File: config.mk
export PLATFORM = sky130hd
export DESIGN_NAME = dma_range_ownership_table_top
export DESIGN_NICKNAME = d
export VERILOG_FILES = /design/src/drot_pkg.sv /design/src/drot_scan.sv /design/src/dma_range_ownership_table_top.sv
export SDC_FILE = /design/constraint.sdc
export NUM_CORES = 2
export LEC_CHECK = 0
export BUFFER_PORTS_ARGS = -buffer_cell sky130_fd_sc_hd__clkbuf_2
export CAP_MARGIN = 5
export CELL_PAD_IN_SITES_DETAIL_PLACEMENT = 1
export CELL_PAD_IN_SITES_GLOBAL_PLACEMENT = 2
export CORE_ASPECT_RATIO = 0.6
export CORE_MARGIN = 2
export CORE_UTILIZATION = 51
export DETAILED_ROUTE_END_ITERATION = 6
export PLACE_DENSITY = 0.89
export RECOVER_POWER = 100
export SETUP_SLACK_MARGIN = 0.5
export SYNTH_ARGS = -nofsm -noshare
export SYNTH_HDL_FRONTEND = slang
export SYNTH_SLANG_ARGS = --single-unit
File: constraint.sdc
create_clock -name i_clk -period 8.9 [get_ports i_clk]
set_clock_uncertainty 0.2 [all_clocks]
set_input_delay 0.445 -clock i_clk [delete_from_list [all_inputs] [get_ports i_clk]]
set_output_delay 0.445 -clock i_clk [all_outputs]
set_load 0.01 [all_outputs]
File: src/drot_pkg.sv
// Shared types, constants and the overlap test of the DMA range ownership table.
package drot_pkg;

    localparam int CHANNEL_COUNT_DEF = 8;
    localparam int MAX_RANGES_DEF    = 5;

    localparam int CH_FIELD_W = 4;
    localparam int ADDR_W     = 32;
    localparam int SIZE_W     = 24;
    localparam int OUT_W      = 3;
    localparam int ENTRY_W    = ADDR_W + SIZE_W;

    typedef enum logic [OUT_W-1:0] {
        CODE_OK         = 3'd0,
        CODE_INVALID    = 3'd1,
        CODE_CONFLICT   = 3'd2,
        CODE_FAULTED    = 3'd3,
        CODE_QUARANTINE = 3'd4
    } t_code;

    typedef enum logic [1:0] {
        VERDICT_CLEAR    = 2'd0,
        VERDICT_CONFLICT = 2'd1,
        VERDICT_OVERFLOW = 2'd2
    } t_verdict;

    localparam logic ACTION_RESERVE = 1'b0;

    // control from the sequencer to the scan engine
    typedef struct packed {
        logic start;
        logic wr_en;
    } t_scan_req;

    // status back from the scan engine
    typedef struct packed {
        logic done;
        logic hit;
    } t_scan_stat;

    // two ranges meet when the later start lies inside the earlier range
    function automatic logic ranges_meet(
        input logic [ADDR_W-1:0] a,
        input logic [SIZE_W-1:0] alen,
        input logic [ADDR_W-1:0] b,
        input logic [SIZE_W-1:0] blen
    );
        logic meet;
        if (a < b) begin
            meet = (b - a) < ADDR_W'(alen);
        end else begin
            meet = (a - b) < ADDR_W'(blen);
        end
        return meet;
    endfunction

endpackage

File: src/drot_scan.sv
// Owned-range table memory and the sequential overlap scan over it.
module drot_scan #(
    parameter int CHANNEL_COUNT = drot_pkg::CHANNEL_COUNT_DEF,
    parameter int MAX_RANGES    = drot_pkg::MAX_RANGES_DEF,
    localparam int DEPTH  = CHANNEL_COUNT * MAX_RANGES,
    localparam int TBL_W  = (DEPTH > 1) ? $clog2(DEPTH) : 1,
    localparam int CH_W   = (CHANNEL_COUNT > 1) ? $clog2(CHANNEL_COUNT) : 1,
    localparam int K_W    = (MAX_RANGES > 1) ? $clog2(MAX_RANGES) : 1,
    localparam int CNT_W  = $clog2(MAX_RANGES + 1)
) (
    input  logic                          i_clk,
    input  logic                          i_rst_n,
    input  drot_pkg::t_scan_req           i_req,
    input  logic [drot_pkg::ADDR_W-1:0]   i_addr,
    input  logic [drot_pkg::SIZE_W-1:0]   i_size,
    input  logic [CNT_W-1:0]              i_owner_total,
    input  logic [TBL_W-1:0]              i_wr_addr,
    input  logic [drot_pkg::ENTRY_W-1:0]  i_wr_data,
    output logic [CH_W-1:0]               o_scan_owner,
    output logic [CH_W-1:0]               o_hit_owner,
    output drot_pkg::t_scan_stat          o_stat
);

    logic [drot_pkg::ENTRY_W-1:0] r_mem [DEPTH];
    logic [drot_pkg::ENTRY_W-1:0] r_rd_data;

    logic             r_busy;
    logic             r_issue;
    logic [CH_W-1:0]  r_o;
    logic [K_W-1:0]   r_k;
    logic [TBL_W-1:0] r_a;
    logic             r_tag_vld;
    logic             r_tag_live;
    logic [CH_W-1:0]  r_tag_o;

    logic w_last_issue;
    logic w_hit;
    logic w_done;

    assign w_last_issue = (r_o == CH_W'(CHANNEL_COUNT - 1)) && (r_k == K_W'(MAX_RANGES - 1));
    assign w_hit = r_tag_vld && r_tag_live &&
                   drot_pkg::ranges_meet(i_addr, i_size,
                                         r_rd_data[drot_pkg::ENTRY_W-1:drot_pkg::SIZE_W],
                                         r_rd_data[drot_pkg::SIZE_W-1:0]);
    // entries come in owner order, so the first hit names the lowest owner
    assign w_done = r_busy && (w_hit || (!r_tag_vld && !r_issue));

    assign o_scan_owner = r_o;
    assign o_hit_owner  = r_tag_o;
    assign o_stat.done  = w_done;
    assign o_stat.hit   = w_hit;

    always_ff @(posedge i_clk) begin
        if (i_req.wr_en) begin
            r_mem[i_wr_addr] <= i_wr_data;
        end
        r_rd_data <= r_mem[r_a];
    end

    always_ff @(posedge i_clk) begin
        if (!i_rst_n) begin
            r_busy    <= 1'b0;
            r_issue   <= 1'b0;
            r_tag_vld <= 1'b0;
            r_o       <= '0;
            r_k       <= '0;
            r_a       <= '0;
        end else if (i_req.start) begin
            r_busy    <= 1'b1;
            r_issue   <= 1'b1;
            r_tag_vld <= 1'b0;
            r_o       <= '0;
            r_k       <= '0;
            r_a       <= '0;
        end else if (w_done) begin
            r_busy    <= 1'b0;
            r_issue   <= 1'b0;
            r_tag_vld <= 1'b0;
        end else if (r_busy && r_issue) begin
            r_tag_vld <= 1'b1;
            r_a       <= r_a + TBL_W'(1);
            if (w_last_issue) begin
                r_issue <= 1'b0;
            end
            if (r_k == K_W'(MAX_RANGES - 1)) begin
                r_k <= '0;
                r_o <= r_o + CH_W'(1);
            end else begin
                r_k <= r_k + K_W'(1);
            end
        end else begin
            r_tag_vld <= 1'b0;
        end
    end

    always_ff @(posedge i_clk) begin
        r_tag_o    <= r_o;
        r_tag_live <= CNT_W'(r_k) < i_owner_total;
    end

    assert property (@(posedge i_clk) disable iff (!i_rst_n)
        i_req.wr_en |-> !r_busy)
        else $error("table write during scan");

    assert property (@(posedge i_clk) disable iff (!i_rst_n)
        !r_busy |=> !r_tag_vld || $past(i_req.start) == 1'b0 && !r_busy)
        else $error("read tag without scan");

    assert property (@(posedge i_clk) disable iff (!i_rst_n)
        (r_busy && !r_issue && !w_done) |=> !r_issue)
        else $error("scan reissued after last entry");

endmodule

File: src/dma_range_ownership_table_top.sv
// Top level of the DMA range ownership table: sequencer, pending list, channel state.
//
//  channel   direction  signals                                              transfer when
//  in        input      i_action i_channel i_range_address i_range_size      i_in_valid & o_in_ready
//                       i_last_range i_timed_out
//  out       output     o_result_code o_conflict_owner o_owned_now           o_out_valid & i_out_ready
//
// For a reserve item every owned-table entry is read from the table memory one per
// cycle; the scan stops at the first hit. A successful last range then writes the
// collected ranges back to the table. Reset clears channel state and the pending run.
// A result waiting in the output register stalls only an item that makes another result.
module dma_range_ownership_table_top #(
    parameter int CHANNEL_COUNT = drot_pkg::CHANNEL_COUNT_DEF,
    parameter int MAX_RANGES    = drot_pkg::MAX_RANGES_DEF,
    localparam int DEPTH  = CHANNEL_COUNT * MAX_RANGES,
    localparam int TBL_W  = (DEPTH > 1) ? $clog2(DEPTH) : 1,
    localparam int CH_W   = (CHANNEL_COUNT > 1) ? $clog2(CHANNEL_COUNT) : 1,
    localparam int K_W    = (MAX_RANGES > 1) ? $clog2(MAX_RANGES) : 1,
    localparam int CNT_W  = $clog2(MAX_RANGES + 1)
) (
    input  logic                              i_clk,
    input  logic                              i_rst_n,
    input  logic                              i_in_valid,
    output logic                              o_in_ready,
    input  logic                              i_action,
    input  logic [drot_pkg::CH_FIELD_W-1:0]   i_channel,
    input  logic [drot_pkg::ADDR_W-1:0]       i_range_address,
    input  logic [drot_pkg::SIZE_W-1:0]       i_range_size,
    input  logic                              i_last_range,
    input  logic                              i_timed_out,
    output logic                              o_out_valid,
    input  logic                              i_out_ready,
    output logic [drot_pkg::OUT_W-1:0]        o_result_code,
    output logic [drot_pkg::OUT_W-1:0]        o_conflict_owner,
    output logic [drot_pkg::OUT_W-1:0]        o_owned_now
);

    typedef enum logic [4:0] {
        S_IDLE  = 5'b00001,
        S_SCAN  = 5'b00010,
        S_TALLY = 5'b00100,
        S_FIN   = 5'b01000,
        S_COPY  = 5'b10000
    } t_state;

    t_state r_state, n_state;

    // held input item
    logic                            r_action;
    logic [drot_pkg::CH_FIELD_W-1:0] r_ch;
    logic [drot_pkg::ADDR_W-1:0]     r_addr;
    logic [drot_pkg::SIZE_W-1:0]     r_size;
    logic                            r_last;
    logic                            r_tmo;

    // channel state
    logic [CNT_W-1:0] r_owned_total [CHANNEL_COUNT];
    logic             r_faulted     [CHANNEL_COUNT];

    // pending reservation
    logic [drot_pkg::ADDR_W-1:0] r_pend_start [MAX_RANGES];
    logic [drot_pkg::SIZE_W-1:0] r_pend_len   [MAX_RANGES];
    logic [CNT_W-1:0]            r_pend_total, n_pend_total;
    drot_pkg::t_verdict          r_verdict, n_verdict;
    logic [CH_W-1:0]             r_owner, n_owner;

    // scan result
    logic            r_hit;
    logic [CH_W-1:0] r_hit_owner;

    // write-back
    logic [K_W-1:0]   r_copy_k;
    logic [CNT_W-1:0] r_copy_n;
    logic [TBL_W-1:0] r_base;

    // output register
    logic                         r_out_valid;
    drot_pkg::t_code              r_code, n_code;
    logic [drot_pkg::OUT_W-1:0]   r_res_owner, n_res_owner;
    logic [drot_pkg::OUT_W-1:0]   r_now, n_now;

    logic                 w_accept;
    logic                 w_out_free;
    logic                 w_out_load;
    logic                 w_ch_valid;
    logic [CH_W-1:0]      w_ch_idx;
    logic [CH_W-1:0]      w_tbl_idx;
    logic [CNT_W-1:0]     w_tbl_total;
    logic                 w_tbl_faulted;
    logic                 w_pend_wr;
    logic                 w_commit;
    logic                 w_set_total;
    logic                 w_set_fault;
    logic [CNT_W-1:0]     w_new_total;
    logic                 w_copy_end;

    drot_pkg::t_scan_req  w_req;
    drot_pkg::t_scan_stat w_stat;
    logic [CH_W-1:0]      w_scan_owner;
    logic [CH_W-1:0]      w_hit_owner;

    assign w_accept   = i_in_valid && o_in_ready;
    assign o_in_ready = (r_state == S_IDLE);
    assign w_out_free = !r_out_valid || i_out_ready;

    assign w_ch_valid = 5'(r_ch) < 5'(CHANNEL_COUNT);
    assign w_ch_idx   = w_ch_valid ? r_ch[CH_W-1:0] : '0;
    // one lookup port: scan owner while scanning, else the item's channel
    assign w_tbl_idx     = (r_state == S_SCAN) ? w_scan_owner : w_ch_idx;
    assign w_tbl_total   = r_owned_total[w_tbl_idx];
    assign w_tbl_faulted = r_faulted[w_tbl_idx];

    assign w_copy_end = (CNT_W'(r_copy_k) + CNT_W'(1)) == r_copy_n;

    assign w_req.start = w_accept && (i_action == drot_pkg::ACTION_RESERVE);
    assign w_req.wr_en = (r_state == S_COPY);

    drot_scan #(
        .CHANNEL_COUNT (CHANNEL_COUNT),
        .MAX_RANGES    (MAX_RANGES)
    ) u_scan (
        .i_clk         (i_clk),
        .i_rst_n       (i_rst_n),
        .i_req         (w_req),
        .i_addr        (r_addr),
        .i_size        (r_size),
        .i_owner_total (w_tbl_total),
        .i_wr_addr     (r_base + TBL_W'(r_copy_k)),
        .i_wr_data     ({r_pend_start[r_copy_k], r_pend_len[r_copy_k]}),
        .o_scan_owner  (w_scan_owner),
        .o_hit_owner   (w_hit_owner),
        .o_stat        (w_stat)
    );

    always_comb begin
        n_state      = r_state;
        n_verdict    = r_verdict;
        n_owner      = r_owner;
        n_pend_total = r_pend_total;
        n_code       = drot_pkg::CODE_OK;
        n_res_owner  = '0;
        n_now        = '0;
        w_pend_wr    = 1'b0;
        w_commit     = 1'b0;
        w_out_load   = 1'b0;
        w_set_total  = 1'b0;
        w_set_fault  = 1'b0;
        w_new_total  = '0;
        unique case (r_state)
            S_IDLE: begin
                if (w_accept) begin
                    n_state = (i_action == drot_pkg::ACTION_RESERVE) ? S_SCAN : S_FIN;
                end
            end
            S_SCAN: begin
                if (w_stat.done) begin
                    n_state = S_TALLY;
                end
            end
            S_TALLY: begin
                if (r_hit && (r_verdict == drot_pkg::VERDICT_CLEAR ||
                        (r_verdict == drot_pkg::VERDICT_CONFLICT && r_hit_owner < r_owner))) begin
                    n_verdict = drot_pkg::VERDICT_CONFLICT;
                    n_owner   = r_hit_owner;
                end
                if (r_pend_total < CNT_W'(MAX_RANGES)) begin
                    w_pend_wr    = 1'b1;
                    n_pend_total = r_pend_total + CNT_W'(1);
                end else begin
                    n_verdict = drot_pkg::VERDICT_OVERFLOW;
                end
                if (!r_last) begin
                    w_commit = 1'b1;
                    n_state  = S_IDLE;
                end else if (w_out_free) begin
                    w_commit   = 1'b1;
                    w_out_load = 1'b1;
                    n_state    = S_IDLE;
                    if (!w_ch_valid || n_verdict == drot_pkg::VERDICT_OVERFLOW) begin
                        n_code = drot_pkg::CODE_INVALID;
                        n_now  = w_ch_valid ? drot_pkg::OUT_W'(w_tbl_total) : '0;
                    end else if (w_tbl_faulted) begin
                        n_code = drot_pkg::CODE_FAULTED;
                        n_now  = drot_pkg::OUT_W'(w_tbl_total);
                    end else if (n_verdict == drot_pkg::VERDICT_CONFLICT) begin
                        n_code      = drot_pkg::CODE_CONFLICT;
                        n_res_owner = drot_pkg::OUT_W'(n_owner);
                        n_now       = drot_pkg::OUT_W'(w_tbl_total);
                    end else begin
                        n_code      = drot_pkg::CODE_OK;
                        n_now       = drot_pkg::OUT_W'(n_pend_total);
                        w_set_total = 1'b1;
                        w_new_total = n_pend_total;
                        n_state     = S_COPY;
                    end
                    // the run always ends on its last range
                    n_verdict    = drot_pkg::VERDICT_CLEAR;
                    n_owner      = '0;
                    n_pend_total = '0;
                end
            end
            S_FIN: begin
                if (w_out_free) begin
                    w_out_load = 1'b1;
                    n_state    = S_IDLE;
                    if (!w_ch_valid) begin
                        n_code = drot_pkg::CODE_INVALID;
                    end else if (w_tbl_faulted) begin
                        n_code = drot_pkg::CODE_FAULTED;
                        n_now  = drot_pkg::OUT_W'(w_tbl_total);
                    end else if (r_tmo) begin
                        n_code      = drot_pkg::CODE_QUARANTINE;
                        n_now       = drot_pkg::OUT_W'(w_tbl_total);
                        w_set_fault = 1'b1;
                    end else begin
                        n_code      = drot_pkg::CODE_OK;
                        w_set_total = 1'b1;
                    end
                end
            end
            S_COPY: begin
                if (w_copy_end) begin
                    n_state = S_IDLE;
                end
            end
            default: begin
                n_state = S_IDLE;
            end
        endcase
    end

    always_ff @(posedge i_clk) begin
        if (!i_rst_n) begin
            r_state      <= S_IDLE;
            r_pend_total <= '0;
            r_verdict    <= drot_pkg::VERDICT_CLEAR;
            r_owner      <= '0;
            r_out_valid  <= 1'b0;
            for (int c = 0; c < CHANNEL_COUNT; c++) begin
                r_owned_total[c] <= '0;
                r_faulted[c]     <= 1'b0;
            end
        end else begin
            r_state <= n_state;
            if (w_commit) begin
                r_pend_total <= n_pend_total;
                r_verdict    <= n_verdict;
                r_owner      <= n_owner;
            end
            if (w_set_total) begin
                r_owned_total[w_ch_idx] <= w_new_total;
            end
            if (w_set_fault) begin
                r_faulted[w_ch_idx] <= 1'b1;
            end
            if (w_out_load) begin
                r_out_valid <= 1'b1;
            end else if (i_out_ready) begin
                r_out_valid <= 1'b0;
            end
        end
    end

    always_ff @(posedge i_clk) begin
        if (w_accept) begin
            r_action <= i_action;
            r_ch     <= i_channel;
            r_addr   <= i_range_address;
            r_size   <= i_range_size;
            r_last   <= i_last_range;
            r_tmo    <= i_timed_out;
        end
        if (r_state == S_SCAN && w_stat.done) begin
            r_hit       <= w_stat.hit;
            r_hit_owner <= w_hit_owner;
        end
        if (w_pend_wr && w_commit) begin
            r_pend_start[r_pend_total[K_W-1:0]] <= r_addr;
            r_pend_len[r_pend_total[K_W-1:0]]   <= r_size;
        end
        if (r_state == S_TALLY) begin
            r_copy_k <= '0;
            if (r_pend_total < CNT_W'(MAX_RANGES)) begin
                r_copy_n <= r_pend_total + CNT_W'(1);
            end else begin
                r_copy_n <= r_pend_total;
            end
            r_base <= TBL_W'(int'(w_ch_idx) * MAX_RANGES);
        end else if (r_state == S_COPY) begin
            r_copy_k <= r_copy_k + K_W'(1);
        end
        if (w_out_load) begin
            r_code      <= n_code;
            r_res_owner <= n_res_owner;
            r_now       <= n_now;
        end
    end

    assign o_out_valid      = r_out_valid;
    assign o_result_code    = r_code;
    assign o_conflict_owner = r_res_owner;
    assign o_owned_now      = r_now;

    assert property (@(posedge i_clk) disable iff (!i_rst_n)
        r_pend_total <= CNT_W'(MAX_RANGES))
        else $error("pending run longer than the list");

    assert property (@(posedge i_clk) disable iff (!i_rst_n)
        r_verdict == drot_pkg::VERDICT_OVERFLOW |-> r_pend_total == CNT_W'(MAX_RANGES))
        else $error("overflow verdict with room left");

    assert property (@(posedge i_clk) disable iff (!i_rst_n)
        w_out_load |-> w_out_free)
        else $error("result overwrote an untaken transfer");

    assert property (@(posedge i_clk) disable iff (!i_rst_n)
        r_state == S_COPY |-> (CNT_W'(r_copy_k) < r_copy_n) && !r_action)
        else $error("write-back past the collected ranges");

endmodule

Yosys cells after proc, flatten, opt, wreduce, memory -nomap -nowiden
Memories as Yosys holds them, arrays and structs flattened. A register that Yosys moved wholly into a read port is not among the register bits.
Index checks and enable logic that the tools add are counted.
- $add $sub $neg: 8
- order comparisons: 7
- equality and inequality tests: 16
- muxes and demuxes: 105
- bitwise operators: 7
- reduce and logical (&&, ||, !) cells: 35
- $mul: 1
- operator list (cell ; number):
    2-to-1 mux 3 bit ; 36
    < comparator 32 x 24 -> 1 bit ; 2
    subtractor 32 bit ; 2
    2-to-1 mux 5 bit ; 9
    2-to-1 mux 1 bit ; 44
    < comparator 32 bit ; 1
    one-hot mux 5 bit (5 select lines) ; 1
    2-to-1 mux 2 bit ; 10
    adder 3 x 1 -> 3 bit, second input constant ; 4
    logical AND 1 bit ; 12
    one-hot mux 3 bit (2 select lines) ; 2
    inverter 1 bit ; 7
    adder 6 x 1 -> 6 bit, second input constant ; 1
    adder 6 x 3 -> 6 bit ; 1
    equality test 3 bit, second input constant ; 2
    < comparator 3 bit ; 2
    multiplier 3 x 3 -> 6 bit, second input constant ; 1
    AND reduction 2 bit ; 3
    nonzero test 3 bit ; 2
    OR reduction 3 bit ; 2
    OR reduction 6 bit ; 1
    equality test 5 x 1 -> 1 bit, second input constant ; 1
    equality test 5 x 2 -> 1 bit, second input constant ; 1
    equality test 5 x 3 -> 1 bit, second input constant ; 1
    other kinds (20) ; 31
- bits in writable memories: 2552
- register bits after elaboration: 120
- input bits: 67
- output and inout port bits: 11
- memories kept: 5
- word-level logic and storage cells: 210
- memories (name ; depth ; width ; rd ports ; clocked after memory_dff ; write ports ; line ; source):
    u_scan.r_mem ; 40 ; 56 ; 1 ; 1 ; 1 ; drot_scan.sv:24 ; logic [drot_pkg::ENTRY_W-1:0] r_mem [DEPTH];
    r_pend_start ; 5 ; 32 ; 1 ; 1 ; 1 ; dma_range_ownership_table_top.sv:61 ; logic [drot_pkg::ADDR_W-1:0] r_pend_start [MAX_RANGES];
    r_pend_len ; 5 ; 24 ; 1 ; 1 ; 1 ; dma_range_ownership_table_top.sv:62 ; logic [drot_pkg::SIZE_W-1:0] r_pend_len [MAX_RANGES];
    r_owned_total ; 8 ; 3 ; 1 ; 0 ; 8 ; dma_range_ownership_table_top.sv:57 ; logic [CNT_W-1:0] r_owned_total [CHANNEL_COUNT];
    r_faulted ; 8 ; 1 ; 1 ; 0 ; 8 ; dma_range_ownership_table_top.sv:58 ; logic r_faulted [CHANNEL_COUNT];

Logic depth before layout (Yosys ltp)
- word-level depth: 19
- gate-level depth with buffers: 24
- depth with buffers taken out: 22

Hierarchy
Synthesis repeated with hierarchy kept, for this count alone.
- cell total of the unflattened synthesis: 5149
- area, all modules: 108203.8 um^2
- by module, submodules not included (module ; instances ; area each (um^2) ; cells an instance):
    drot_scan ; 1 ; 92075.8 ; 4296
    dma_range_ownership_table_top ; 1 ; 16128.0 ; 853

Worst setup path before layout
No wires, ideal clock.
- path kind: register to register
- start: register r_state[4]
- end: memory r_pend_len[0][0] in the netlist's numbering (enable)
- stages on the path, launching flop included: 6
- arrival time: 6512 ps
- required time: 8092 ps
- buffers on the path: 0
- setup slack: 1580 ps
- path through: dfxtp_1 > nor3_1 > nand2_1 > clkinv_1 > nand2_1 > nor4_1
- word-level cells in the longest chain between the ends: 5
- elaborated cells between the ends (all ways): 6
- classes of those cells: 1 x eq/ne; 4 x mux; 1 x reduce/logical
- ends and longest elaborated chain (element ; line ; source):
    start: declaration ; dma_range_ownership_table_top.sv:46 ; t_state r_state, n_state;
    start signal: assignment ; dma_range_ownership_table_top.sv:244 ; r_state <= n_state;
    equality test 5 x 3 -> 1 bit * ; dma_range_ownership_table_top.sv:149 ; unique case (r_state)
    2-to-1 mux 1 bit ; dma_range_ownership_table_top.sv:149 ;
    logical AND 1 bit * ; dma_range_ownership_table_top.sv:277 ; if (w_pend_wr && w_commit) begin
    2-to-1 mux 1 bit * ; dma_range_ownership_table_top.sv:277 ;
    2-to-1 mux 1 bit (implied by the code) * ; dma_range_ownership_table_top.sv:279 ; r_pend_len[r_pend_total[K_W-1:0]] <= r_size;
    end: declaration ; dma_range_ownership_table_top.sv:62 ;
Every way passes the cells marked *; elsewhere a longest branch is shown, timed or not.

Worst setup path in the final report
- start: register r_state[1]
- end: memory u_scan.r_mem[18][5] in the netlist's numbering (enable)
- word-level cells in the longest chain between the ends: 3
- ends and longest elaborated chain (element ; line ; source):
    equality test 5 bit ; dma_range_ownership_table_top.sv:116 ; assign w_req.wr_en = (r_state == S_COPY);
    2-to-1 mux 1 bit ; drot_scan.sv:54 ; if (i_req.wr_en) begin
    2-to-1 mux 1 bit (implied by the code) ; drot_scan.sv:55 ; r_mem[i_wr_addr] <= i_wr_data;
    end: declaration ; drot_scan.sv:24 ;
Every way passes these cells.

==> metrics.txt <==
worst skew pair latency 0.91 ns; Data arrival, critical path ~8.2 ns; Syn Nets around 5300; setup TNS 0 ns; Crit path top cell by count clkbuf_1; Yosys top cell area share ~73%; Yosys reg bits 2731; Sink Count 2731; Max IR drop VDD 263 uV; Syn Inst Count 5114; die area approximately 220000 sq um; CP Max Fanout 29; TritonCTS buffer count 229; fmax 125 MHz; detailed placer's ending HPWL 179000 um; biggest cell delay along the critical path approximately 2.5 ns; final core utilization 57.0%; Routed Antenna Nets 0; failing checks max-capacitance violations, max-slew violations; vias per cell 6.91; DR vias 57407; Routed WL per cell 38.8 um; gr usage total a little under a third; Initial DRC Count ~9600; die height ~360 um; max-capacitance violation count 115; GPL Wtd Cong 0.903; Pleak between 30 and 40 nW; hold depth 2; antenna violations before repair 17; main flop type after synthesis edfxtp_1; effective utilization at floorplan 51.5%; Worst Hold End r_addr[31]$_DFFE_PP_; CTS tree done; largest net degree at the start of global routing 140; fin crit period 8.02 ns; CORE AREA between 200000 and 250000 sq um; DR DRC count 0; Mean Syn Cell Area 21.1 sq um; Pwr per Cell Area 208 nW/um^2; Routed WL 323000 um; depth of the worst register-to-register path 7; area grow syn2layout 10.7%; Post-Synthesis Cell Area 108000 sq um; share of cells above drive strength 1 21.6%; Reg2Reg Launch Point r_state[1]$_SDFFE_PN0P_; Root Buffer clkbuf_16; critical-path cell list or3_1 > nor3b_1 > clkbuf_1 > nand3_1 > nor2_1 > clkbuf_1 > clkbuf_1; # port buffers 77; Clock Pin Slew Worst Setup and Hold Paths 0.08 ns; 1st-pass router iterations 5; min-delay src i_range_address[31]; Syn. warnings 0; global-route wire length before repair around 460000 um; RSZ-0062 raised after global routing no; Worst slew margin -245%; H-tree levels 4; status complete, but fails checks; ys async rst share 0%; synth top area cells edfxtp_1 (73%), mux4_2 (15%), dfxtp_1 (1.9%); fillcell total roughly 18000; r2r endpoint u_scan.r_mem[18][5]$_DFFE_PP_; endpoints failing setup 0; crit share post-route approximately nine tenths; GR Overflow Total 0; Ports between 70 and 80; clock buffer depth 4; WHS between 0.05 and 0.06 ns; Rows 130; CP required 9.11 ns; Hold Path Class in2reg; Layout Cells excl Fill 8312; Die W 598 um; EDFF count, synth 2628; Synth area leader edfxtp_1; number of global-route vias before repair 58936; Placed Instances 7826; post-CTS setup buffers 0; final slew viol count 3422; crit end category flop; reg2reg setup slack 0.88 ns; worst slew pin tran 5.18 ns; CP Class reg2reg; Setup crit start kind flop; slowest CP cell clkbuf_1; Net count, final 5551; final hold vios 0; Yosys cell types between 80 and 90; register area share after synthesis 75.0%
-- final cells by class --
| class | count | area [sq um] | area share, % |
|---|---|---|---|
| timing repair buffer | 256 | 1700 | 1.42 |
| sequential | 2731 | 81000 | 67.8 |
| clock buffer | 306 | 6320 | 5.29 |
| tap | 2772 | 3470 | 2.90 |
| clock inverter | 109 | 995 | 0.832 |
| multi-input combinational | 2006 | 25500 | 21.4 |
| antenna | 1 | 2.50 | 0.00209 |
| inverter | 131 | 492 | 0.411 |
-- routing by layer --
metal | global-route usage [%] | part of all wire, %
met5 | 0 | 0.020
met4 | 10.1 | 3.7
met3 | 7.61 | 13
met2 | 44.3 | 45
met1 | 44.3 | 39
-- where the power goes --
group	internal (W)	switching, W
registers	0.0140	0.0000700
logic	0.000234	0.000399
clock network	0.00548	0.00475
total	0.0197	0.00522
-- stage by stage --
step / instance area (sq um) / worst slack (ns) / power, W
after CTS: 120000 / 2.26 / 0.0249
after detailed placement: 112000 / 2.29 / 0.0149
after global routing: 120000 / 0.797 / 0.0254
final: 120000 / 0.879 / 0.0249
after global placement: 112000 / 2.50 / 0.0149
after floorplan: 108000 / 1.58 / 0.0147
-- worst max path at each step --
| stage | startpoint | endpoint | slack (ns) | cells past startpoint |
|---|---|---|---|---|
| final | r_state[1]$_SDFFE_PN0P_ | u_scan.r_mem[18][5]$_DFFE_PP_ | 0.88 | 7 |
| after global routing | r_state[2]$_SDFFE_PN0P_ | u_scan.r_mem[11][6]$_DFFE_PP_ | 0.80 | 6 |
| after CTS | r_addr[11]$_DFFE_PP_ | r_hit_owner[0]$_DFFE_PP_ | 2.26 | 20 |
| after detailed placement | r_addr[11]$_DFFE_PP_ | r_hit$_DFFE_PP_ | 2.29 | 20 |
| after global placement | r_addr[17]$_DFFE_PP_ | r_hit$_DFFE_PP_ | 2.50 | 19 |
| after floorplan | r_state[4]$_SDFFE_PN0P_ | r_pend_len[0][0]$_DFFE_PP_ | 1.58 | 5 |
-- kinds of logic after synthesis --
family	Yosys count	share of synthesized area [%]
compound gates	471	2.88
buf+inv	377	1.39
fa+ha+maj	129	1.52
flops	2731	75.0
simple gates	477	2.17
xor+xnor	61	0.495
mux	868	16.6
-- what timing repair did --
action                                  in CTS  in global routing
endpoints found under the hold margin       92                  0
resized for setup                            0                  0
endpoints found under the setup margin       0                  0
hold buffers                                69                  0
-- synth_stat cells, drive strengths merged (12+ instances only) --
cell type and count:
xor2 29, a21oi 165, inv 130, o21ai 84, nand2b 12, nor2b 75, o211ai 23, a211oi 66
or3 13, nand4 21, clkbuf 163, nor2 142, ha 126, edfxtp 2628, xnor2 32, nand3 25
nand2 102, and2 12, mux2 64, dfxtp 103, nor3 31, mux2i 76, mux4 728, a21o 27
o21a 23, buf 83
-- sequential cells by signal (all words and copies together) (netlist names), 4 cells and up, named ones only --
signal	cells
r_size	24
u_scan.r_a	6
r_pend_len	120
u_scan.r_mem	2240
r_ch	4
r_pend_start	160
r_state	5
u_scan.r_rd_data	56
r_base	6
r_owned_total	24
r_addr	32
r_faulted	8
-- layout by cell type (no fill, tap or decap), types with 76 or more instances in the layout --
cell,instances
edfxtp_1,2628
clkbuf_16,233
clkbuf_1,146
inv_1,130
dfxtp_1,97
nor2_1,137
nand2_1,101
ha_1,126
mux4_2,728
a21oi_1,163
o21ai_0,77
mux2i_1,76
-- critical path, delay by kind of cell, from the launching register on --
family | cells | cell delay, ns
buf+inv | 3 | 5.13
simple gates | 4 | 1.79
flops | 1 | 0.35
(Power assumes the default switching activity.)
